### src/lgft_pkg.sv
`timescale 1ns / 1ps
// lgft_pkg: shared widths, gait tables and unit request/response types
// used by the serial multiplier, the serial divider and the top level

package lgft_pkg;

	localparam int NUM_GAITS = 5;
	localparam int NUM_LEGS  = 6;

	// operand width of the serial units, product/dividend width, divisor width
	localparam int MW = 11;
	localparam int PW = 2 * MW;
	localparam int DW = 11;

	// lift window in hundredths of a step, its middle, percent scale
	localparam int LIFT_SPAN_H = 400;
	localparam int LIFT_MID_H  = 200;
	localparam int PCT_SCALE   = 100;
	localparam int STEP_H      = 100;

	localparam logic [4:0] CYC_STEPS [NUM_GAITS] = '{5'd12, 5'd12, 5'd16, 5'd24, 5'd12};
	localparam logic [11:0] CYC_H [NUM_GAITS] =
		'{12'd1200, 12'd1200, 12'd1600, 12'd2400, 12'd1200};
	localparam logic [10:0] GDIV_H [NUM_GAITS] =
		'{11'd800, 11'd800, 11'd1200, 11'd2000, 11'd800};
	// lift window plus half the ground window
	localparam logic [11:0] GMID_H [NUM_GAITS] =
		'{12'd800, 12'd800, 12'd1000, 12'd1400, 12'd800};
	localparam logic [11:0] OFF_H [NUM_GAITS][NUM_LEGS] = '{
		'{12'd100, 12'd300, 12'd500, 12'd700, 12'd900, 12'd1100},
		'{12'd0, 12'd600, 12'd0, 12'd600, 12'd0, 12'd600},
		'{12'd0, 12'd800, 12'd0, 12'd800, 12'd0, 12'd800},
		'{12'd0, 12'd400, 12'd800, 12'd1200, 12'd1600, 12'd2000},
		'{12'd0, 12'd600, 12'd0, 12'd600, 12'd0, 12'd600}
	};

	typedef struct packed {
		logic          start;
		logic [MW-1:0] a;
		logic [MW-1:0] b;
	} mul_req_t;

	typedef struct packed {
		logic          done;
		logic [PW-1:0] prod;
	} mul_rsp_t;

	typedef struct packed {
		logic          start;
		logic [PW-1:0] num;
		logic [DW-1:0] den;
	} div_req_t;

	typedef struct packed {
		logic          done;
		logic [PW-1:0] quo;
	} div_rsp_t;

	function automatic logic [2:0] gait_idx(input logic [2:0] sel);
		return (sel < 3'(NUM_GAITS)) ? sel : 3'd0;
	endfunction

	function automatic logic [4:0] gait_steps(input logic [2:0] sel);
		return CYC_STEPS[gait_idx(sel)];
	endfunction

	function automatic logic [11:0] gait_cyc_h(input logic [2:0] sel);
		return CYC_H[gait_idx(sel)];
	endfunction

	function automatic logic [10:0] gait_gdiv_h(input logic [2:0] sel);
		return GDIV_H[gait_idx(sel)];
	endfunction

	function automatic logic [11:0] gait_gmid_h(input logic [2:0] sel);
		return GMID_H[gait_idx(sel)];
	endfunction

	function automatic logic [11:0] gait_off_h(input logic [2:0] sel, input logic [2:0] leg);
		logic [2:0] l;
		l = (leg < 3'(NUM_LEGS)) ? leg : 3'd0;
		return OFF_H[gait_idx(sel)][l];
	endfunction

endpackage

### src/legged_gait_foot_trajectory_core.sv
`timescale 1ns / 1ps
// Foot trajectory generator for a six-legged gait: an advance item steps the gait
// counter and its result passes through the finish state into the output register.
// A compute item steps through the setup states PH0, PH1 and PH2 for the leg phase,
// then runs multiply-then-divide operations on a shared bit-serial multiplier and
// restoring divider: four operations in the lifting phase, two on the ground. One
// item is in work at a time; the finished item waits in the output register while
// the next one is accepted, and a result that is still waiting there holds the next
// one back until it leaves.
// Depends on lgft_pkg, lgft_mul and lgft_div.

module legged_gait_foot_trajectory_core (
	input  logic               clk,
	input  logic               arst_n,
	input  logic               cfg_we,
	input  logic               cfg_index,
	input  logic [7:0]         cfg_data,
	input  logic               in_valid,
	output logic               in_ready,
	input  logic               action,
	input  logic [2:0]         leg,
	input  logic [6:0]         sub_phase,
	input  logic signed [10:0] stride_x,
	input  logic signed [10:0] stride_z,
	output logic               out_valid,
	input  logic               out_ready,
	output logic signed [10:0] pos_x,
	output logic signed [8:0]  pos_y,
	output logic signed [10:0] pos_z,
	output logic [7:0]         lift,
	output logic               foot_lifting,
	output logic [4:0]         step_now,
	output logic [11:0]        cycle_phase
);

	localparam int MW = lgft_pkg::MW;

	localparam logic [2:0] S_IDLE = 3'd0;
	localparam logic [2:0] S_PH0  = 3'd1;
	localparam logic [2:0] S_PH1  = 3'd2;
	localparam logic [2:0] S_PH2  = 3'd3;
	localparam logic [2:0] S_GO   = 3'd4;
	localparam logic [2:0] S_MUL  = 3'd5;
	localparam logic [2:0] S_DIV  = 3'd6;
	localparam logic [2:0] S_FIN  = 3'd7;

	localparam logic [1:0] OP_PCT  = 2'd0;
	localparam logic [1:0] OP_LIFT = 2'd1;
	localparam logic [1:0] OP_X    = 2'd2;
	localparam logic [1:0] OP_Z    = 2'd3;

	localparam logic       REG_GAIT = 1'b0;
	localparam logic       REG_LHM  = 1'b1;

	logic [2:0]  state_q;
	logic [1:0]  op_q;
	logic [2:0]  gait_q;
	logic [7:0]  lhm_q;
	logic [4:0]  step_q;
	logic        out_valid_q;

	logic [2:0]  leg_q;
	logic [6:0]  sub_q;
	logic [10:0] tx_q;
	logic [10:0] tz_q;
	logic [12:0] raw_q;
	logic [11:0] phase_q;
	logic        lifting_q;
	logic        csign_q;
	logic [10:0] cmag_q;
	logic [10:0] den_q;
	logic [6:0]  pct_q;
	logic [7:0]  lift_q;
	logic [10:0] resx_q;
	logic [10:0] resz_q;

	logic [10:0] pos_x_q;
	logic [8:0]  pos_y_q;
	logic [10:0] pos_z_q;
	logic [7:0]  lift_o_q;
	logic        foot_lifting_q;
	logic [4:0]  step_now_q;
	logic [11:0] cycle_phase_q;

	logic        accept;
	logic        out_free;
	logic        out_load;
	logic [4:0]  step_nxt;
	logic [11:0] step_h;
	logic [12:0] raw;
	logic [12:0] cyc13;
	logic [12:0] wrapped;
	logic        lift_win;
	logic [12:0] ctr;
	logic [12:0] ctr_mag;
	logic [10:0] magx;
	logic [10:0] magz;
	logic [MW-1:0] qv;
	logic        negq;

	lgft_pkg::mul_req_t mul_req;
	lgft_pkg::mul_rsp_t mul_rsp;
	lgft_pkg::div_req_t div_req;
	lgft_pkg::div_rsp_t div_rsp;

	lgft_mul u_mul (
		.clk    (clk),
		.arst_n (arst_n),
		.req    (mul_req),
		.rsp    (mul_rsp)
	);

	lgft_div u_div (
		.clk    (clk),
		.arst_n (arst_n),
		.req    (div_req),
		.rsp    (div_rsp)
	);

	assign in_ready = (state_q == S_IDLE);
	assign accept   = in_valid && in_ready;
	assign out_free = !out_valid_q || out_ready;
	assign out_load = (state_q == S_FIN) && out_free;
	assign step_nxt = step_q + 5'd1;

	// leg phase in hundredths, wrapped into one cycle
	assign step_h  = {7'd0, step_q} * 12'(lgft_pkg::STEP_H);
	assign raw     = {1'b0, step_h} + {6'd0, sub_q}
		- {1'b0, lgft_pkg::gait_off_h(gait_q, leg_q)};
	assign cyc13   = {1'b0, lgft_pkg::gait_cyc_h(gait_q)};
	assign wrapped = raw_q[12] ? (raw_q + cyc13)
		: ((raw_q >= cyc13) ? (raw_q - cyc13) : raw_q);

	// sweep position relative to the middle of the current window
	assign lift_win = (phase_q < 12'(lgft_pkg::LIFT_SPAN_H));
	assign ctr      = {1'b0, phase_q}
		- {1'b0, lift_win ? 12'(lgft_pkg::LIFT_MID_H) : lgft_pkg::gait_gmid_h(gait_q)};
	assign ctr_mag  = ctr[12] ? (13'd0 - ctr) : ctr;

	assign magx = tx_q[10] ? (11'd0 - tx_q) : tx_q;
	assign magz = tz_q[10] ? (11'd0 - tz_q) : tz_q;

	always_comb begin
		mul_req.start = (state_q == S_GO);
		div_req.start = (state_q == S_MUL) && mul_rsp.done;
		div_req.num   = mul_rsp.prod;
		case (op_q)
			OP_PCT: begin
				mul_req.a   = {2'b00, phase_q[8:0]};
				mul_req.b   = 11'(lgft_pkg::LIFT_SPAN_H) - {2'b00, phase_q[8:0]};
				div_req.den = 11'(lgft_pkg::LIFT_SPAN_H);
			end
			OP_LIFT: begin
				mul_req.a   = {3'b000, lhm_q};
				mul_req.b   = {4'b0000, pct_q};
				div_req.den = 11'(lgft_pkg::PCT_SCALE);
			end
			OP_X: begin
				mul_req.a   = magx;
				mul_req.b   = cmag_q;
				div_req.den = den_q;
			end
			default: begin
				mul_req.a   = magz;
				mul_req.b   = cmag_q;
				div_req.den = den_q;
			end
		endcase
	end

	// quotient sign: travel sign times sweep sign, flipped on the ground
	assign qv   = div_rsp.quo[MW-1:0];
	assign negq = ((op_q == OP_X) ? tx_q[10] : tz_q[10]) ^ csign_q ^ !lifting_q;

	always_ff @(posedge clk or negedge arst_n) begin
		if (!arst_n) begin
			state_q     <= S_IDLE;
			op_q        <= OP_PCT;
			gait_q      <= '0;
			lhm_q       <= '0;
			step_q      <= '0;
			out_valid_q <= 1'b0;
		end else begin
			if (cfg_we) begin
				case (cfg_index)
					REG_GAIT: begin
						gait_q <= cfg_data[2:0];
						step_q <= '0;
					end
					REG_LHM: begin
						lhm_q <= cfg_data;
					end
					default: begin
					end
				endcase
			end
			if (out_load) begin
				out_valid_q <= 1'b1;
			end else if (out_valid_q && out_ready) begin
				out_valid_q <= 1'b0;
			end
			case (state_q)
				S_IDLE: begin
					if (accept) begin
						if (!action) begin
							step_q  <= (step_nxt >= lgft_pkg::gait_steps(gait_q)) ?
								5'd0 : step_nxt;
							state_q <= S_FIN;
						end else begin
							state_q <= S_PH0;
						end
					end
				end
				S_PH0: state_q <= S_PH1;
				S_PH1: state_q <= S_PH2;
				S_PH2: begin
					op_q    <= lift_win ? OP_PCT : OP_X;
					state_q <= S_GO;
				end
				S_GO: state_q <= S_MUL;
				S_MUL: begin
					if (mul_rsp.done) begin
						state_q <= S_DIV;
					end
				end
				S_DIV: begin
					if (div_rsp.done) begin
						if (op_q == OP_Z) begin
							state_q <= S_FIN;
						end else begin
							op_q    <= op_q + 2'd1;
							state_q <= S_GO;
						end
					end
				end
				S_FIN: begin
					if (out_free) begin
						state_q <= S_IDLE;
					end
				end
				default: state_q <= S_IDLE;
			endcase
		end
	end

	always_ff @(posedge clk) begin
		case (state_q)
			S_IDLE: begin
				if (accept) begin
					leg_q     <= leg;
					sub_q     <= sub_phase;
					tx_q      <= stride_x;
					tz_q      <= stride_z;
					phase_q   <= '0;
					lifting_q <= 1'b0;
					lift_q    <= '0;
					resx_q    <= '0;
					resz_q    <= '0;
				end
			end
			S_PH0: raw_q <= raw;
			S_PH1: phase_q <= wrapped[11:0];
			S_PH2: begin
				lifting_q <= lift_win;
				csign_q   <= ctr[12];
				cmag_q    <= ctr_mag[10:0];
				den_q     <= lift_win ? 11'(lgft_pkg::LIFT_SPAN_H) : lgft_pkg::gait_gdiv_h(gait_q);
			end
			S_DIV: begin
				if (div_rsp.done) begin
					case (op_q)
						OP_PCT:  pct_q  <= qv[6:0];
						OP_LIFT: lift_q <= qv[7:0];
						OP_X:    resx_q <= negq ? (11'd0 - qv) : qv;
						default: resz_q <= negq ? (11'd0 - qv) : qv;
					endcase
				end
			end
			S_FIN: begin
				if (out_free) begin
					pos_x_q        <= resx_q;
					pos_y_q        <= 9'd0 - {1'b0, lift_q};
					pos_z_q        <= resz_q;
					lift_o_q       <= lift_q;
					foot_lifting_q <= lifting_q;
					step_now_q     <= step_q;
					cycle_phase_q  <= phase_q;
				end
			end
			default: begin
			end
		endcase
	end

	assign out_valid    = out_valid_q;
	assign pos_x        = pos_x_q;
	assign pos_y        = pos_y_q;
	assign pos_z        = pos_z_q;
	assign lift         = lift_o_q;
	assign foot_lifting = foot_lifting_q;
	assign step_now     = step_now_q;
	assign cycle_phase  = cycle_phase_q;

	a_one_item: assert property (@(posedge clk) disable iff (!arst_n)
		accept |=> !in_ready)
		else $error("item accepted while another is in work");

	a_step_range: assert property (@(posedge clk) disable iff (!arst_n)
		step_q < lgft_pkg::gait_steps(gait_q))
		else $error("gait step counter beyond cycle length");

	a_pos_y: assert property (@(posedge clk) disable iff (!arst_n)
		out_valid |-> (pos_y == (9'd0 - {1'b0, lift})))
		else $error("pos_y does not match lift");

	a_ground_lift: assert property (@(posedge clk) disable iff (!arst_n)
		(out_valid && !foot_lifting) |-> (lift == 8'd0))
		else $error("nonzero lift on the ground");

endmodule

### src/lgft_mul.sv
`timescale 1ns / 1ps
// lgft_mul: unsigned shift-add multiplier, one multiplier bit per cycle
// depends on lgft_pkg for widths and request/response types

module lgft_mul (
	input  logic                clk,
	input  logic                arst_n,
	input  lgft_pkg::mul_req_t  req,
	output lgft_pkg::mul_rsp_t  rsp
);

	localparam int MW  = lgft_pkg::MW;
	localparam int PW  = lgft_pkg::PW;
	localparam int MCW = $clog2(MW + 1);

	logic           busy_q;
	logic           done_q;
	logic [MCW-1:0] cnt_q;
	logic [MW-1:0]  a_q;
	logic [PW-1:0]  prod_q;
	logic [MW:0]    sum;

	// add the multiplicand into the upper half when the low bit is set
	assign sum = {1'b0, prod_q[PW-1:MW]} + (prod_q[0] ? {1'b0, a_q} : '0);

	always_ff @(posedge clk or negedge arst_n) begin
		if (!arst_n) begin
			busy_q <= 1'b0;
			done_q <= 1'b0;
			cnt_q  <= '0;
		end else begin
			done_q <= busy_q && (cnt_q == MCW'(1));
			if (req.start) begin
				busy_q <= 1'b1;
				cnt_q  <= MCW'(MW);
			end else if (busy_q) begin
				cnt_q <= cnt_q - MCW'(1);
				if (cnt_q == MCW'(1)) begin
					busy_q <= 1'b0;
				end
			end
		end
	end

	always_ff @(posedge clk) begin
		if (req.start) begin
			a_q    <= req.a;
			prod_q <= {{MW{1'b0}}, req.b};
		end else if (busy_q) begin
			prod_q <= {sum, prod_q[MW-1:1]};
		end
	end

	assign rsp.done = done_q;
	assign rsp.prod = prod_q;

endmodule

### src/lgft_div.sv
`timescale 1ns / 1ps
// lgft_div: unsigned restoring divider, one quotient bit per cycle
// depends on lgft_pkg for widths and request/response types

module lgft_div (
	input  logic                clk,
	input  logic                arst_n,
	input  lgft_pkg::div_req_t  req,
	output lgft_pkg::div_rsp_t  rsp
);

	localparam int PW  = lgft_pkg::PW;
	localparam int DW  = lgft_pkg::DW;
	localparam int DCW = $clog2(PW + 1);

	logic           busy_q;
	logic           done_q;
	logic [DCW-1:0] cnt_q;
	logic [DW-1:0]  den_q;
	logic [DW-1:0]  rem_q;
	logic [PW-1:0]  num_q;
	logic [DW+1:0]  diff;
	logic           borrow;

	// trial subtract of the divisor from the shifted remainder
	assign diff   = {1'b0, rem_q, num_q[PW-1]} - {2'b00, den_q};
	assign borrow = diff[DW+1];

	always_ff @(posedge clk or negedge arst_n) begin
		if (!arst_n) begin
			busy_q <= 1'b0;
			done_q <= 1'b0;
			cnt_q  <= '0;
		end else begin
			done_q <= busy_q && (cnt_q == DCW'(1));
			if (req.start) begin
				busy_q <= 1'b1;
				cnt_q  <= DCW'(PW);
			end else if (busy_q) begin
				cnt_q <= cnt_q - DCW'(1);
				if (cnt_q == DCW'(1)) begin
					busy_q <= 1'b0;
				end
			end
		end
	end

	always_ff @(posedge clk) begin
		if (req.start) begin
			den_q <= req.den;
			rem_q <= '0;
			num_q <= req.num;
		end else if (busy_q) begin
			rem_q <= borrow ? {rem_q[DW-2:0], num_q[PW-1]} : diff[DW-1:0];
			num_q <= {num_q[PW-2:0], ~borrow};
		end
	end

	assign rsp.done = done_q;
	assign rsp.quo  = num_q;

endmodule
### config.mk
export PLATFORM = sky130hd
export DESIGN_NAME = legged_gait_foot_trajectory_core
export DESIGN_NICKNAME = d
export VERILOG_FILES = /design/src/lgft_pkg.sv /design/src/legged_gait_foot_trajectory_core.sv /design/src/lgft_mul.sv /design/src/lgft_div.sv
export SDC_FILE = /design/constraint.sdc
export NUM_CORES = 1
export LEC_CHECK = 0
export BUFFER_PORTS_ARGS = -buffer_cell sky130_fd_sc_hd__clkbuf_2
export CAP_MARGIN = 20
export CORE_ASPECT_RATIO = 0.6
export CORE_MARGIN = 5
export CORE_UTILIZATION = 35
export CTS_CLUSTER_SIZE = 28
export DETAILED_ROUTE_END_ITERATION = 8
export PLACE_DENSITY_LB_ADDON = 0.12
export SETUP_SLACK_MARGIN = 0.2
export SLEW_MARGIN = 20
export SYNTH_ARGS = -nofsm -noshare
export SYNTH_HDL_FRONTEND = slang
export SYNTH_SLANG_ARGS = --single-unit
### constraint.sdc
create_clock -name clk -period 7.2 [get_ports clk]
set_input_delay 0.72 -clock clk [delete_from_list [all_inputs] [get_ports clk]]
set_output_delay 0.72 -clock clk [all_outputs]
set_load 0.05 [all_outputs]
## After elaboration in Yosys (flattened, before gate mapping)

Memory sizes are Yosys's and may differ from the RTL's. A register that Yosys moved wholly into a read port is not among the register bits.
Index checks and enable logic that the tools add are counted.

| storage, ports and cells | value |
|---|---|
| register bits after elaboration | 276 |
| bits in read-only memories | 896 |
| bits of input ports | 47 |
| memories | 5 |

| cells by class | value |
|---|---|
| $add $sub $neg | 17 |
| multiply operators | 1 |
| $lt $le $gt $ge | 7 |
| eq/ne operators | 20 |
| mux-type cells | 73 |
| bitwise operators | 6 |
| reduce and logical (&&, ||, !) cells | 31 |

Memories:

| name | words | width | read ports | clocked after memory_dff | wr ports | RTL line | text |
|---|---|---|---|---|---|---|---|
| (no name shown) | 8 | 72 | 1 | 0 | 0 | lgft_pkg.sv:82 | `return OFF_H[gait_idx(sel)][l];` |
| (no name shown) | 8 | 12 | 1 | 0 | 0 | lgft_pkg.sv:76 | `return GMID_H[gait_idx(sel)];` |
| (no name shown) | 8 | 12 | 1 | 0 | 0 | lgft_pkg.sv:68 | `return CYC_H[gait_idx(sel)];` |
| (no name shown) | 8 | 11 | 1 | 1 | 0 | lgft_pkg.sv:72 | `return GDIV_H[gait_idx(sel)];` |
| (no name shown) | 8 | 5 | 1 | 0 | 0 | lgft_pkg.sv:64 | `return CYC_STEPS[gait_idx(sel)];` |

Operators by type and width:

| operator | number |
|---|---|
| 72-bit two-way mux | 2 |
| 11-bit two-way mux | 13 |
| 12-bit two-way mux | 10 |
| 11-bit case mux with 2 select lines | 3 |
| 22-bit case mux with 3 select lines | 1 |
| 5-bit two-way mux | 10 |
| 22-bit two-way mux | 2 |
| 1-bit by 11-bit subtractor with 11-bit output (first input constant) | 4 |
| 12-bit binary-select mux with 3-bit select | 1 |
| 8-bit two-way mux | 3 |
| 12-bit case mux with 2 select lines | 1 |
| 3-bit case mux with 8 select lines | 1 |
| 3-bit two-way mux | 7 |
| 8-bit case mux with 2 select lines | 1 |
| 4-bit AND reduction | 4 |
| 2-bit nonzero test | 7 |
| 12-bit by 7-bit adder with 13-bit output | 1 |
| 13-bit by 12-bit >= comparator with 1-bit output | 1 |
| 12-bit by 11-bit subtractor with 13-bit output | 1 |
| 12-bit by 12-bit subtractor with 13-bit output | 1 |
| 13-bit by 12-bit subtractor with 13-bit output | 1 |
| 11-bit by 11-bit adder with 12-bit output | 1 |
| 12-bit adder | 1 |
| 3-bit == test (second input constant) | 4 |
| other kinds (36) | 74 |

## Longest topological paths before layout

Gate-level depths: netlist of the first run.

| depth | value |
|---|---|
| depth in word-level cells | 11 |
| depth in mapped cells | 16 |

## Modules after synthesis

A second synthesis of the first run with hierarchy kept.

| second synthesis, totals | value |
|---|---|
| cell total of the unflattened synthesis | 1287 |
| area total of the unflattened synthesis | 15006.9 um2 |

By module, submodules not included:

| module | instances | cells an instance | area an instance (um2) |
|---|---|---|---|
| legged_gait_foot_trajectory_core | 1 | 899 | 10415.0 |
| lgft_div | 1 | 214 | 2590.0 |
| lgft_mul | 1 | 174 | 2001.9 |

## Worst setup path before layout of the first run

No wires, ideal clock.

| path | value |
|---|---|
| path kind | flip-flop to flip-flop |
| from | register state_q[0] |
| to | register cycle_phase_q[0], in the netlist cycle_phase[0], enable pin |
| library setup time | 470 ps |
| arrival time | 3233 ps |
| required time | 6730 ps |
| path slack | 3497 ps |
| stages on the path, launching flop included | 5 |
| buffers on the path | 2 |
| clock period less this slack | 3703 ps |
| cell sequence | dfrtp_1 buf_2 clkbuf_1 nand3_1 nor2_1 |

| between the ends | value |
|---|---|
| word-level cells in the longest chain between the ends | 2 |

RTL lines:

| element | RTL line | text |
|---|---|---|
| start: declaration | legged_gait_foot_trajectory_core.sv:55 | `logic [2:0] state_q;` |
| start signal: assignment | legged_gait_foot_trajectory_core.sv:177 | `state_q <= S_IDLE;` |
| start signal: assignment | legged_gait_foot_trajectory_core.sv:208 | `state_q <= S_FIN;` |
| start signal: assignment | legged_gait_foot_trajectory_core.sv:210 | `state_q <= S_PH0;` |
| 3-bit == test | legged_gait_foot_trajectory_core.sv:247 | `case (state_q)` |
| 2-bit AND reduction (no source line) | -- |  |
| end signal: assignment | legged_gait_foot_trajectory_core.sv:287 | `cycle_phase_q <= phase_q;` |
| end: declaration | legged_gait_foot_trajectory_core.sv:83 | `logic [11:0] cycle_phase_q;` |

No other way between the ends.
A chain may end at the register's enable or synchronous reset.

## Worst setup path after layout of the first run

| path | value |
|---|---|
| from | register gait_q[1] |
| to | register raw_q[11] (data pin) |

| between the ends | value |
|---|---|
| word-level cells in the longest chain between the ends | 10 |

RTL lines:

| element | RTL line | text |
|---|---|---|
| start: declaration | legged_gait_foot_trajectory_core.sv:57 | `logic [2:0] gait_q;` |
| start signal: assignment | legged_gait_foot_trajectory_core.sv:187 | `gait_q <= cfg_data[2:0];` |
| 3-bit < comparator | lgft_pkg.sv:60 | `return (sel < 3'(NUM_GAITS)) ? sel : 3'd0;` |
| 3-bit two-way mux (*) | lgft_pkg.sv:60 |  |
| 3-bit NOT with 4-bit output (not written as such) (*) | lgft_pkg.sv:82 |  |
| memory 8 x 72 bit (*) | -- |  |
| 72-bit two-way mux (not written as such) (*) (2 in series) | lgft_pkg.sv:82 |  |
| 12-bit binary-select mux with 3-bit select (*) | lgft_pkg.sv:82 |  |
| 12-bit two-way mux (not written as such) (*) (2 in series) | lgft_pkg.sv:82 |  |
| 13-bit by 12-bit subtractor with 13-bit output (*) | legged_gait_foot_trajectory_core.sv:129 | `- {1'b0, lgft_pkg::gait_off_h(gait_q, leg_q)};` |
| net raw[11] | legged_gait_foot_trajectory_core.sv:90 | `logic [12:0] raw;` |
| end signal: assignment | legged_gait_foot_trajectory_core.sv:261 | `S_PH0: raw_q <= raw;` |
| end: declaration | legged_gait_foot_trajectory_core.sv:66 | `logic [12:0] raw_q;` |

Mark *: on every way through the listed nets, which the timed path passes. The rest lies on a longest branch. The select of a mux whose other input is x is not followed.

==> results by stage, run 1 <==
Outcome:
- The run finished with clean final reports.

Placed design:
- The placer congestion estimate is 0.9085.
- The number of port buffers is 105.
- Detailed placement ended at an HPWL of 26,860 µm.
- The post-placement cell area is 15,650 µm².

Routing:
- The total length of routed wires is 36,000 µm.
- Using the TritonRoute via totals, the vias-per-cell ratio works out to 4.992.
- The via count of the routed design is around 10k.
- The per-cell routed wire length is ~18 µm.
- The count of nets left with antenna violations after detail routing is 0.
- The number of iterations in the first detailed-routing pass is 6.
- The number of DRC markers after the initial detailed-route iteration is 695.
- The post-route DRC violation count is 0.

GRT:
- The first global-routing pass estimated 56,680 µm of wire.
- The number of global-route vias before repair was 9,630.
- Across every metal layer, demand over resource in global routing totals 15.57%.
- The number of antenna violations at the first check in global routing is 0.
- Entering global routing, the biggest net connects 57 pins.
- Global routing finished with a remaining overflow of 0.

Logic synthesis:
- Counting flops with an async set or reset pin after synthesis yields a share of approximately an eighth.
- For this run, the leading register cell type out of synthesis is sky130_fd_sc_hd__edfxtp_1.
- The number of enable-type register cells in the synthesized netlist is 220.
- When the netlist entered floorplanning its net count stood at 1,422.
- After synthesis, the netlist uses 78 different library cells.
- The count of synthesis-stage warnings from yosys is 0.
- Synthesis inferred 277 register bits.
- A synthesized cell averages 11.44 µm².
- Sequential cells were found to cover 54.54% of the synthesized design area.
- Counting every instance in the synthesized netlist gives between 1k and 1.5k.
- In this run the cell area of the synthesized design comes to around 15,000 µm².

Clocking:
- Once the clock tree was built, the setup fixing pass inserted 0 buffers.
- The number of buffers inserted during clock tree synthesis is 29.
- Clock latency on the worst-skew pair, taken at its later pin, is ~0.57 ns.
- The number of instances resized during post-cts repair is 0.
- Clock-pin slew was measured on the worst setup and hold paths at ~0.060 ns.
- The sink count of the clock tree is approximately 280.
- TritonCTS built the clock tree.
- The level count of the clock H-tree is 1.
- The clock passes through at most 3 buffers.
- The cell sitting at the root of the clock tree is a sky130_fd_sc_hd__clkbuf_16.
- In this run, post-CTS hold repair placed 0 buffers.

Hold path:
- The worst min-delay path category is input port to asynchronous set/reset pin.

Timing:
- Setup violations remaining at the end of the flow were counted as 0.
- Summed over all failing endpoints, the final setup total negative slack is 0 ns.
- The normalized max-slew margin is 37.24%.
- For the finished layout, the period the worst path requires is 4.180 ns.
- For the final database, setup skew stands at approximately 0.016 ns.
- The achievable clock frequency is 0.2392 GHz.
- The final-report hold violation count is 0.
- Setup repair after global routing left no endpoint under its margin.
- The slew at the pin closest to its max-slew limit is 0.9414 ns.
- The post-route clock period utilization is 58.05%.
- The number of pins exceeding their max-slew limit in the final report is 0.

Power:
- The power share of the sequential group is between 30% and 40%.
- The leakage power is 0.006696 µW.
- The maximum vdd drop is between 0.15 and 0.2 mV.
- Combinational logic is responsible for 35.7% of the overall power.
- The switching part of the total is a little under two fifths.
- The power density relative to cell area is around 390 nW/µm².
- The power spent charging and discharging nets is roughly 2400 µW.
- The design draws 6458 µW.
- Per report_power, the clock group accounts for 24.5% of the total.
- Cell internal power was estimated by the tool at 4059 µW.

Critical path:
- Along the worst path, the maximum fanout reaches 10.
- Measured in cells, the most critical reg-to-reg path has a length of 14.
- STA puts the critical path data required time at 7.50 ns.
- The worst setup path is launched from a flop.
- The path type of the worst setup path is flop to flop.
- The sort of element at the end of the critical path is a flop.
- Data on the critical path arrives at its endpoint at 4.48 ns.

Final layout:
- The layout cell share with drive strength beyond 1 is 14.13%.
- The final standard cell area without fillers is 16,640 µm².
- The count of antenna diodes in the layout is 0.
- In the final design database the tool counted between 1.5k and 2k nets.
- The area growth from synthesis to layout is 14.58%.

Floorplan:
- The die covers approximately 46,000 µm².
- The I/O pin total is 106.
- The die outline height is 167.8 µm.
- The initial core utilization is 35.67%.
- The total area inside the core boundary comes to 40,720 µm².
- From left edge to right edge, the die measures 273.0 µm.
- The initialized floorplan defines 57 standard-cell rows.

Job:
- The tool flagged a number of max-cap violations equal to 0.
-- critical path, stage by stage, from the launching register on --
cell and delay, ns:
sky130_fd_sc_hd__dfrtp_1 0.40, sky130_fd_sc_hd__or3b_1 0.59, sky130_fd_sc_hd__nand2_1 0.23, sky130_fd_sc_hd__inv_1 0.27, sky130_fd_sc_hd__a21oi_1 0.25, sky130_fd_sc_hd__a21oi_1 0.06, sky130_fd_sc_hd__mux2i_1 0.22, sky130_fd_sc_hd__fa_1 0.45
sky130_fd_sc_hd__ha_1 0.37, sky130_fd_sc_hd__a21oi_1 0.15, sky130_fd_sc_hd__a21boi_0 0.11, sky130_fd_sc_hd__o21a_1 0.20, sky130_fd_sc_hd__o21a_1 0.18, sky130_fd_sc_hd__o41ai_1 0.32, sky130_fd_sc_hd__xnor2_1 0.11
-- layer usage --
metal	track usage [%]	part of all wire, %	up-vias	wire [µm]
met5	0	0	-	0
met4	3.024	2.0	0	704
met1	25.70	54	4689	19450
met2	20.87	38	230	13760
met3	3.016	5.8	45	2084
li1	-	-	4790	-
-- state kept, by name, summed over array words and instances, names as in the netlist, 7 cells and up --
name,count
cmag_q,11
cycle_phase,12
lhm_q,8
lift,7
lift_q,8
pct_q,7
phase_q,12
pos_x,11
pos_y,9
pos_z,11
raw_q,13
resx_q,11
resz_q,11
sub_q,7
tx_q,11
tz_q,11
u_div.den_q,7
u_div.num_q,22
u_div.rem_q,11
u_mul.a_q,11
u_mul.prod_q,22
-- cell families after synthesis --
group,share of synthesized area (%)
AND/OR/NAND/NOR,12.37
adder cells (fa/ha/maj),9.562
XOR/XNOR,5.849
multiplexers,2.800
buffers and inverters,3.170
flip-flops,54.54
AO/OA/AOI/OAI,11.71
-- power by group through the flow --
stage               combinational [µW]  clock, µW  sequential [µW]
finish                            2310       1580             2570
CTS                               2320       1630             2570
detailed placement                2300          0             2600
global placement                  2280          0             2600
global route                      2590       1700             2610
floorplan                         1600          0             2680
-- cell usage in the layout (no fill, tap or decap), types with 6 or more instances in the layout --
cell	instances
sky130_fd_sc_hd__a211oi_1	6
sky130_fd_sc_hd__a21o_1	10
sky130_fd_sc_hd__a21oi_1	61
sky130_fd_sc_hd__a222oi_1	11
sky130_fd_sc_hd__and2_1	21
sky130_fd_sc_hd__buf_4	12
sky130_fd_sc_hd__bufinv_16	6
sky130_fd_sc_hd__clkbuf_16	29
sky130_fd_sc_hd__clkbuf_2	104
sky130_fd_sc_hd__clkinv_1	7
sky130_fd_sc_hd__dfrtp_1	35
sky130_fd_sc_hd__dfxtp_1	22
sky130_fd_sc_hd__edfxtp_1	220
sky130_fd_sc_hd__fa_1	10
sky130_fd_sc_hd__ha_1	95
sky130_fd_sc_hd__inv_1	65
sky130_fd_sc_hd__mux2_2	13
sky130_fd_sc_hd__mux2i_1	26
sky130_fd_sc_hd__nand2_1	151
sky130_fd_sc_hd__nand2b_1	12
sky130_fd_sc_hd__nand3_1	16
sky130_fd_sc_hd__nor2_1	100
sky130_fd_sc_hd__nor2b_1	18
sky130_fd_sc_hd__nor3_1	15
sky130_fd_sc_hd__o21a_1	13
sky130_fd_sc_hd__o21ai_0	74
sky130_fd_sc_hd__o21ai_1	8
sky130_fd_sc_hd__o21bai_1	8
sky130_fd_sc_hd__o31ai_1	11
sky130_fd_sc_hd__xnor2_1	60
sky130_fd_sc_hd__xor2_1	37
-- stage by stage --
step | std cells | setup slack, ns | hold WS [ns] | utilization (%)
floorplan | 1270 | 3.497 | 0.4003 | -
global placement | 1900 | 3.188 | 0.4083 | 38.41
detailed placement | 1901 | 3.078 | 0.4056 | 38.43
CTS | 1953 | 3.043 | 0.2987 | 40.85
global route | 1954 | 2.718 | 0.3084 | 40.87
finish | 1954 | 3.020 | 0.2752 | 40.87
-- worst paths after layout --
| kind | end | start | slack [ns] |
|---|---|---|---|
| min in group clk | sub_q[5] | sub_phase[5] | 0.33 |
| hold / removal | out_valid | arst_n | 0.28 |
| hold reg to reg | pos_x[8] | resx_q[8] | 0.41 |
| setup / recovery | raw_q[11] | gait_q[1] | 3.02 |
| max in group asynchronous | step_q[0] | arst_n | 6.30 |
| setup reg to reg | raw_q[11] | gait_q[1] | 3.02 |
-- final cells by class --
type	count	area [µm²]
clock buffer	32	737.0
fill	3920	24080
timing repair buffer	117	615.6
tap	560	700.7
clock inverter	20	247.7
inverter	66	252.7
multi-input combinational	882	6167
sequential	277	7923
-- cell usage after synthesis, types with 21 or more instances --
cell type,n,share of area (%)
sky130_fd_sc_hd__a21oi_1,61,2.1
sky130_fd_sc_hd__and2_1,21,0.90
sky130_fd_sc_hd__clkbuf_1,31,0.80
sky130_fd_sc_hd__dfrtp_1,35,6.0
sky130_fd_sc_hd__dfxtp_1,22,3.0
sky130_fd_sc_hd__edfxtp_1,220,45
sky130_fd_sc_hd__ha_1,95,8.2
sky130_fd_sc_hd__inv_1,65,1.7
sky130_fd_sc_hd__mux2i_1,26,1.8
sky130_fd_sc_hd__nand2_1,151,3.9
sky130_fd_sc_hd__nor2_1,101,2.6
sky130_fd_sc_hd__o21ai_0,74,2.5
sky130_fd_sc_hd__xnor2_1,60,3.6
sky130_fd_sc_hd__xor2_1,37,2.2
Power figures use the tool's default switching activity.
==> run 2: changes to the inputs <==
- clock period: 7.2 -> 3.45 ns (I/O delays scaled with it)
==> run 2 against run 1 <==
Net effect:
- first-iteration DRC count grew 4.2%
- global-route usage grew 0.51 points
- via count grew 3.9%
- critical path depth grew 1
- wire length grew 4.1%
- largest power group is now combinational logic
- fmax grew 22%
- register-to-register slack lost 3.0 ns
==> results by stage, run 2 (synthesis gave the netlist of run 1 again) <==
Placed design:
- The number of port buffers is 105 (unchanged).
- The worst-case setup slack after placement is -0.1282 ns (-3.206 ns).
- The placer congestion estimate is 0.8461 (-6.9%).
- The HPWL reported at the end of detailed placement was 27,850 µm (+3.7%).

Timing:
- The final-report hold violation count is 0 (unchanged).
- The post-route worst setup slack is 0.02783 ns (-2.992 ns).
- Setup repair after global routing could not meet its margin everywhere.
- The achievable clock frequency is 0.2922 GHz (+22%).
- The total setup violations reported at the end of the flow is 0 (unchanged).
- The slew at the pin closest to its max-slew limit is 0.8515 ns (-0.08992 ns).
- The time the worst path needs with I/O delays and setup is 3.422 ns (-0.7578 ns).
- The number of pins exceeding their max-slew limit in the final report is 0 (unchanged).
- The clock tree skew after final layout is 0.01346 ns (-0.002823 ns).
- The normalized max-slew margin is 43.17% (+5.9 points).
- The minimum hold slack is 0.03231 ns (-0.2429 ns).
- The post-route clock period utilization is 99.19% (+41 points).

GRT:
- The total overflow reported by the global router is 0 (unchanged).
- The met1 usage is 27.45% (+1.7 points).
- The global-route met3 utilization is 2.831% (-0.18 points).
- The number of antenna violations at the first check in global routing was 1 (+1).
- met1 is the most crowded layer.
- The all-layer global routing usage is 16.07% (+0.51 points).
- The first-pass GRT wire length is 58,590 µm (+3.4%).
- The met2 global-route usage is 21.04% (+0.17 points).
- The number of global-route vias before repair came to 9,802 (+1.8%).
- The largest net degree at the start of global routing is 57 (unchanged).

Floorplan:
- The die outline area is 45,810 µm² (unchanged).
- The initial core utilization is 35.67% (unchanged).
- The die outline height was 167.8 µm (unchanged).
- The horizontal extent of the die is 273.0 µm (unchanged).
- The I/O pin total is 106 (unchanged).
- The number of core rows is 57 (unchanged).
- The standard cell core area is 40,720 µm² (unchanged).

Critical path:
- The cell count of the worst reg-to-reg path is 15 (+1).
- The highest net fanout along the worst path is 6 (-4).
- The setup slack on the worst flop-to-flop path is 0.03 ns (-2.99 ns).
- The path type of the worst setup path is flop to flop.
- The signal arrival time at the worst endpoint is 3.73 ns (-0.75 ns).
- The worst setup path is captured at a flop.
- The timing startpoint of the critical path is gait_q[0].
- In this run the worst setup path terminates at raw_q[11].
- The endpoint required time on the critical path is 3.76 ns (-3.74 ns).
- The critical register-to-register path endpoint is raw_q[11].
- STA classifies the critical path startpoint as a flop.
- The startpoint identified for the worst register-to-register timing path is gait_q[0].

Job:
- The number of max-cap violations came to 0 (unchanged).

Power:
- The power density relative to cell area is 784.1 nW/µm² (+100%).
- The leakage power is 0.007169 µW (+7.1%).
- The internal power consumption came to 8684 µW (+110%).
- The portion of total power attributed to the clock network is 23.1% (-1.4 points).
- The power spent charging and discharging nets is 5237 µW (+120%).
- The power share of the sequential group is 38.2% (-1.6 points).
- The maximum vdd drop was 0.4955 mV (+180%).
- The part of the power in combinational logic is 38.6% (+2.9 points).
- The switching part of the total came to 37.62% (+0.47 points).

Clocking:
- TritonCTS built the clock tree.
- The maximum number of buffers from clock root to sink came to 3 (unchanged).
- The clock latency on the worst-skew pair is 0.57 ns (about the same).
- The sink count of the clock tree is 277 (unchanged).
- The buffer type at the clock tree root is sky130_fd_sc_hd__clkbuf_16.
- The post-CTS clock slew at the launch and capture registers of the worst setup and hold paths came to 0.06 ns (about the same).
- The number of buffers inserted during clock tree synthesis is 30 (+3.4%).
- The level count of the clock H-tree is 1 (unchanged).

Routing:
- The via count of the routed design is 10.13k (+3.9%).
- The number of iterations in the first detailed-routing pass is 5 (-1).
- The count of nets left with antenna violations after detail routing is 0 (unchanged).
- The number of DRC markers after the initial detailed-route iteration was 724 (+4.2%).
- The post-route DRC violation count is 0 (unchanged).
- The post-detailed-route via-to-cell ratio was 4.921 (-1.4%).
- The per-cell routed wire length is 18.20 µm (-1.2%).
- The total length of routed wires was 37,480 µm (+4.1%).

Final layout:
- Leaving out fill and tap cells, the most frequent cell in the layout is sky130_fd_sc_hd__edfxtp_1.
- The layout cell share with drive strength beyond 1 is 21.09% (+7.0 points).
- The largest registers in the layout are u_div.num_q: 22 flops, u_mul.prod_q: 22 flops, raw_q: 13 flops.
- The final net count is 1,627 (+6.7%).
- From synthesis to final layout, the design area changed by 22.22%.
- The top cell types in the final layout, fill and taps aside, are 220 x sky130_fd_sc_hd__edfxtp_1, 147 x sky130_fd_sc_hd__nand2_1, 105 x sky130_fd_sc_hd__clkbuf_2.

Hold path:
- The min-delay analysis places its worst path in the category input port to flop.

Outcome:
- The flow ran to the end, and the final reports show no timing, DRC or antenna violations.
run 2: worst max-delay path, stage by stage (launching register included):
cell and delay [ns]:
sky130_fd_sc_hd__dfrtp_1 0.39, sky130_fd_sc_hd__or3b_1 0.39, sky130_fd_sc_hd__buf_6 0.16, sky130_fd_sc_hd__nand2_4 0.08, sky130_fd_sc_hd__inv_6 0.03, sky130_fd_sc_hd__a21oi_2 0.10, sky130_fd_sc_hd__a21oi_1 0.06, sky130_fd_sc_hd__mux2i_2 0.22
sky130_fd_sc_hd__fa_1 0.50, sky130_fd_sc_hd__ha_4 0.25, sky130_fd_sc_hd__o211ai_1 0.09, sky130_fd_sc_hd__a21boi_1 0.11, sky130_fd_sc_hd__o21a_1 0.21, sky130_fd_sc_hd__o21a_1 0.22, sky130_fd_sc_hd__o41ai_2 0.23, sky130_fd_sc_hd__xnor2_1 0.12
run 2: what timing repair did:
action                     4_1_cts  5_1_grt
setup buffers                   12        5
pin swaps                        8        8
setup endpoints to repair       15       24
hold buffers                    33        0
gates cloned                     1        0
gates resized for setup         20       28
hold endpoints to repair        56        0
run 2: worst min path at each step:
stage	endpoint	slack, ns	depth (start not counted)	from
floorplan	gait_q[0]	0.05	0	arst_n
global placement	pos_z[2]	0.40	0	resz_q[2]
detailed placement	pos_x[8]	0.40	0	resx_q[8]
CTS	lhm_q[3]	0.002	2	cfg_data[3]
global route	lhm_q[4]	0.02	2	cfg_data[4]
finish	lhm_q[3]	0.03	2	cfg_data[3]
run 2: per-layer routing:
metal | vias to the layer above | routed length [µm]
met3 | 24 | 1982
met2 | 222 | 14230
met4 | 0 | 357
met5 | - | 0
met1 | 4888 | 20910
li1 | 4999 | -
run 2: area by class of cell:
type                    count  area, µm²
diodes                      1      2.502
clock buffers              32      768.2
clock inverters            23      215.2
fillers                  3879      22970
inverters                  66      264.0
multi-input cells         883       6410
flip-flops and latches    277       7926
well taps                 560      700.7
repair buffers            217       1465
run 2: through the flow:
stage	area [µm²]	TNS (ns)	instances	total power, µW	utilization [%]
3_5_place_dp	16120	-0.2054	1951	10500	39.58
6_report	17750	0	2059	13920	43.59
3_3_place_gp	16120	-0.1558	1951	10460	39.58
4_1_cts	17600	0	2052	13940	43.21
5_1_grt	17750	-0.3113	2059	14870	43.59
2_1_floorplan	14610	0	1270	8999	-
run 2: power by group through the flow:
| stage | clock network, µW | registers (µW) | logic (µW) |
|---|---|---|---|
| after detailed placement | 0 | 5390 | 5110 |
| after global routing | 3460 | 5430 | 5980 |
| after floorplan | 0 | 5590 | 3410 |
| after CTS | 3320 | 5330 | 5290 |
| after global placement | 0 | 5380 | 5080 |
| final | 3220 | 5320 | 5380 |
==> run 3: changes to the inputs <==
- ABC_AREA: unset -> 1
==> run 3 against run 2 <==
Net effect:
- global-route usage rose by 1.4 points
- clock skew rose by 0.018 ns
- combinational power decreased by 80%
- sequential share of layout area shrank 2.3 points
- worst setup slack gained 0.22 ns
- via count rose by 17%
- sequential power decreased by 30%
==> results by stage, run 3 <==
Critical path:
- The number of buffer and inverter instances along the worst setup path is 2 (unchanged).
- The family with the most delay on the worst path is adder cells.
- The highest net fanout along the worst path is 4 (-2).
- The critical register-to-register path endpoint is raw_q[12].
- The setup slack on the worst flop-to-flop path is 0.25 ns (+0.22 ns).
- The cell occurring most often along the worst timing path is sky130_fd_sc_hd__ha_4.
- The startpoint identified for the worst register-to-register timing path is step_q[1].
- The startpoint type of the worst setup path is a flop.
- The endpoint required time on the critical path was 3.79 ns (+0.03 ns).
- The highest cell delay on the worst timing path is 0.44 ns (-0.06 ns).
- The worst setup path is of the flop to flop kind.
- Traced cell by cell, the critical path runs through buf_6 > ha_4 > ha_4 > inv_2 > fa_2 > nor2_2 > a21oi_2 > xnor2_1 > ha_1 > ha_4 > nand2_1 > nor2_1 > a211oi_2 > o21ai_2 > xor2_1.
- The signal arrival time at the worst endpoint is 3.54 ns (-0.19 ns).
- The sort of element at the end of the critical path is a flop.
- The cell with the largest stage delay on the worst path is sky130_fd_sc_hd__dfrtp_1.
- The path length in cells of the critical path is 15 (unchanged).
- The cell count of the worst reg-to-reg path came to 15 (unchanged).

Timing:
- The achievable clock frequency is 0.3126 GHz (+7.0%).
- The final-report hold violation count is 0 (unchanged).
- The total setup violations reported at the end of the flow is 0 (unchanged).
- The time the worst path needs with I/O delays and setup is 3.199 ns (-0.2229 ns).
- Setup repair after global routing could not meet its margin everywhere.
- The clock tree skew after final layout is 0.03136 ns (+0.01790 ns).
- The number of pins exceeding their max-slew limit in the final report came to 0 (unchanged).
- The normalized max-slew margin came to 32.68% (-10 points).
- The slew at the pin closest to its max-slew limit is 1.009 ns (+0.1572 ns).
- The post-route clock period utilization was 92.73% (-6.5 points).
- The minimum hold slack was 0.1006 ns (+0.06829 ns).

Routing:
- The per-cell routed wire length came to 17.64 µm (-3.1%).
- The count of nets left with antenna violations after detail routing came to 0 (unchanged).
- The post-route DRC violation count is 0 (unchanged).
- The total length of routed wires is 42,550 µm (+14%).
- The number of iterations in the first detailed-routing pass was 5 (unchanged).
- The post-detailed-route via-to-cell ratio came to 4.911 (-0.20%).
- The number of DRC markers after the initial detailed-route iteration came to 849 (+17%).
- The via count of the routed design came to 11.85k (+17%).

Logic synthesis:
- The most used flip-flop cell after synthesis is sky130_fd_sc_hd__edfxtp_1.
- By area the synthesized netlist is led by sky130_fd_sc_hd__edfxtp_1 44%, sky130_fd_sc_hd__ha_1 7.9%, sky130_fd_sc_hd__nand2_1 7.7%.
- The post-synthesis simple-gate area fraction is 17.96% (+5.6 points).
- After synthesis, the largest family of logic cells by area is simple AND/OR/NAND/NOR gates.
- The synthesized-area fraction occupied by adder cells is 9.180% (-0.38 points).
- The cell count after synthesis is 1,597 (+26%).
- Summed over all instances, the cell type with the most area after synthesis is sky130_fd_sc_hd__edfxtp_1.
- The area fraction in compound gates after synthesis is 10.09% (-1.6 points).
- The mean post-synth cell area was 9.473 µm² (-17%).
- The count of synthesis-stage warnings from yosys is 0 (unchanged).
- The post-synthesis async set-or-reset flop share is 12.64% (unchanged).
- The number of enable-type register cells in the synthesized netlist was 220 (unchanged).
- The register bit count reported by yosys is 277 (unchanged).
- The area share of the leading cell type in the synthesized netlist was 43.67% (-1.8 points).
- The xor-xnor portion of the synthesized cell area is 2.489% (-3.4 points).
- The most repeated cell in the gate-level netlist after synthesis is sky130_fd_sc_hd__nand2_1.
- The synthesized net count is 1,749 (+23%).
- The commonest cells after synthesis are 310 x sky130_fd_sc_hd__nand2_1, 242 x sky130_fd_sc_hd__inv_1, 220 x sky130_fd_sc_hd__edfxtp_1, 119 x sky130_fd_sc_hd__nand3_1, 117 x sky130_fd_sc_hd__nor2_1.
- The area of the mapped netlist is 15,130 µm² (+4.2%).
- The register area share after synthesis was 52.37% (-2.2 points).
- The mux cell area share after synthesis came to 0.4383% (-2.4 points).
- The count of distinct cell types in the synthesized netlist is 63 (-19%).

Power:
- The leakage power is 0.008312 µW (+16%).
- The maximum vdd drop is 0.3493 mV (-29%).
- The switching part of the total was 24.95% (-13 points).
- The power share of the sequential group was 43.9% (+5.7 points).
- The part of the power in combinational logic is 13.0% (-26 points).
- The portion of total power attributed to the clock network is 43.1% (+20 points).
- The power density relative to cell area is 451.5 nW/µm² (-42%).
- The power spent charging and discharging nets is 2110 µW (-60%).
- The internal power consumption came to 6347 µW (-27%).

Clocking:
- The sink count of the clock tree came to 277 (unchanged).
- TritonCTS built the clock tree.
- The post-CTS clock slew at the launch and capture registers of the worst setup and hold paths was 0.07 ns (about the same).
- The number of buffers inserted during clock tree synthesis is 29 (-3.3%).
- The maximum number of buffers from clock root to sink is 3 (unchanged).
- The buffer type at the clock tree root is sky130_fd_sc_hd__clkbuf_16.
- The clock latency on the worst-skew pair is 0.58 ns (about the same).
- The level count of the clock H-tree came to 1 (unchanged).

Floorplan:
- The number of core rows is 59 (+3.5%).
- The die outline area is 47,620 µm² (+3.9%).
- The horizontal extent of the die is 278.4 µm (+2.0%).
- The die outline height came to 171.0 µm (+1.9%).
- The initial core utilization is 35.15% (-0.52 points).
- The standard cell core area is 43,040 µm² (+5.7%).
- The I/O pin total is 106 (unchanged).

Final layout:
- The final net count is 1,963 (+21%).
- The layout filler cell count is 4,149 (+7.0%).
- The final standard cell area without fillers is 18,730 µm² (+5.5%).
- The most common cell after layout, fill and taps aside is sky130_fd_sc_hd__nand2_1.
- The area growth from synthesis to layout is 23.80%.
- The largest registers in the layout are u_div.num_q: 22 flops, u_mul.prod_q: 22 flops, raw_q: 13 flops.
- The count of antenna diodes in the layout is 0 (-1).
- The top cell types in the final layout, fill and taps aside, are 303 x sky130_fd_sc_hd__nand2_1, 234 x sky130_fd_sc_hd__inv_1, 220 x sky130_fd_sc_hd__edfxtp_1.
- The layout cell share with drive strength beyond 1 came to 19.19% (-1.9 points).

Hold path:
- The path with the worst hold slack has its endpoint at gait_q[0].
- The number of cells on the worst hold path is 3 (+1).
- The source of the worst hold timing path is cfg_data[0].
- The min-delay analysis places its worst path in the category input port to flop.

GRT:
- The met1 usage came to 28.84% (+1.4 points).
- The met2 global-route usage is 23.15% (+2.1 points).
- The number of antenna violations at the first check in global routing is 0 (-1).
- The largest net degree at the start of global routing was 40 (-30%).
- The most congested layer reported by global routing is met1.
- The total overflow reported by the global router is 0 (unchanged).
- The all-layer global routing usage was 17.43% (+1.4 points).
- The global-route met3 utilization is 3.819% (+0.99 points).
- The number of global-route vias before repair is 11.15k (+14%).
- The first-pass GRT wire length is 65,250 µm (+11%).

Placed design:
- The post-placement cell area is 16,690 µm² (+3.5%).
- The placer congestion estimate is 0.8845 (+4.5%).
- The number of port buffers is 105 (unchanged).
- The HPWL reported at the end of detailed placement is 32,130 µm (+15%).

Job:
- The number of max-cap violations is 0 (unchanged).

Outcome:
- The run finished with clean final reports.
==> run 3: cell count changes in the layout (fill, tap and decap cells not counted), moves of 13 or more <==
cell and change:
sky130_fd_sc_hd__a21oi_1 +22, sky130_fd_sc_hd__and2_1 -20, sky130_fd_sc_hd__ha_4 +15, sky130_fd_sc_hd__inv_1 +172, sky130_fd_sc_hd__mux2i_1 -24, sky130_fd_sc_hd__nand2_1 +156
sky130_fd_sc_hd__nand3_1 +99, sky130_fd_sc_hd__nand4_1 +13, sky130_fd_sc_hd__nor2b_1 -18, sky130_fd_sc_hd__o21a_1 -13, sky130_fd_sc_hd__o21ai_0 +20, sky130_fd_sc_hd__xnor2_1 -43
==> run 3: per-layer routing <==
| metal | wire length [µm] | share of wire [%] | vias up |
|---|---|---|---|
| li1 | - | - | 5826 |
| met1 | 22810 | 54 | 5687 |
| met2 | 16210 | 38 | 297 |
| met3 | 2927 | 6.9 | 41 |
| met4 | 604 | 1.4 | 0 |
| met5 | 0 | 0 | - |
==> run 3: logic make-up (layout without fill, tap and decap cells) <==
family | after synthesis | after routing
AND/OR/NAND/NOR | 623 | 623
buffers and inverters | 283 | 520
flip-flops | 277 | 277
AO/OA/AOI/OAI | 260 | 260
adder cells (fa/ha/maj) | 105 | 105
XOR/XNOR | 43 | 43
multiplexers | 6 | 6
==> run 3: worst max path at each step <==
stage | from | to
after floorplan | step_q[0] | raw_q[12]
after detailed placement | gait_q[2] | raw_q[9]
final | step_q[1] | raw_q[12]
after global routing | gait_q[0] | raw_q[9]
after CTS | gait_q[1] | raw_q[9]
after global placement | gait_q[2] | raw_q[9]
==> run 3: final cells by class <==
| cell class | count | area, µm² | area share [%] |
|---|---|---|---|
| clock buffer | 30 | 729.5 | 3.895 |
| clock inverter | 24 | 374.1 | 1.997 |
| inverter | 252 | 955.9 | 5.104 |
| multi-input combinational | 1037 | 6556 | 35.01 |
| sequential | 277 | 7928 | 42.33 |
| tap | 579 | 724.4 | 3.868 |
| timing repair buffer | 214 | 1461 | 7.803 |
==> run 3: through the flow <==
| stage | std cells | setup slack (ns) | utilization (%) | total power, µW | setup TNS, ns |
|---|---|---|---|---|---|
| after floorplan | 1597 | 0.2054 | - | 4481 | 0 |
| after global placement | 2301 | 0.03526 | 38.77 | 4724 | 0 |
| after detailed placement | 2301 | -0.1299 | 38.77 | 4741 | -0.2825 |
| after CTS | 2402 | 0.1998 | 42.75 | 8467 | 0 |
| after global routing | 2413 | 0.1135 | 43.52 | 8830 | 0 |
| final | 2413 | 0.2507 | 43.52 | 8457 | 0 |
==> run 3: power by group through the flow <==
| stage | registers, µW | logic [µW] | clock network (µW) |
|---|---|---|---|
| 2_1_floorplan | 3770 | 710 | 0 |
| 3_3_place_gp | 3780 | 940 | 0 |
| 3_5_place_dp | 3790 | 956 | 0 |
| 4_1_cts | 3710 | 1020 | 3730 |
| 5_1_grt | 3720 | 1240 | 3870 |
| 6_report | 3720 | 1100 | 3640 |
==> run 3: worst register-to-register path, delay by kind of cell (launching register included) <==
family / cells / cell delay (ns)
buffers and inverters: 2 / 0.19
adders and majority gates: 5 / 1.47
and+or+nand+nor: 3 / 0.25
xor gates and xnor gates: 2 / 0.28
DFF: 1 / 0.44
AOI/OAI and AO/OA: 3 / 0.33
==> run 3: repair_timing <==
action	CTS	global route
pin swaps	14	38
hold buffers	39	0
setup buffers	8	11
gates resized for setup	30	61
setup endpoints to repair	9	25
endpoints found under the hold margin	57	0
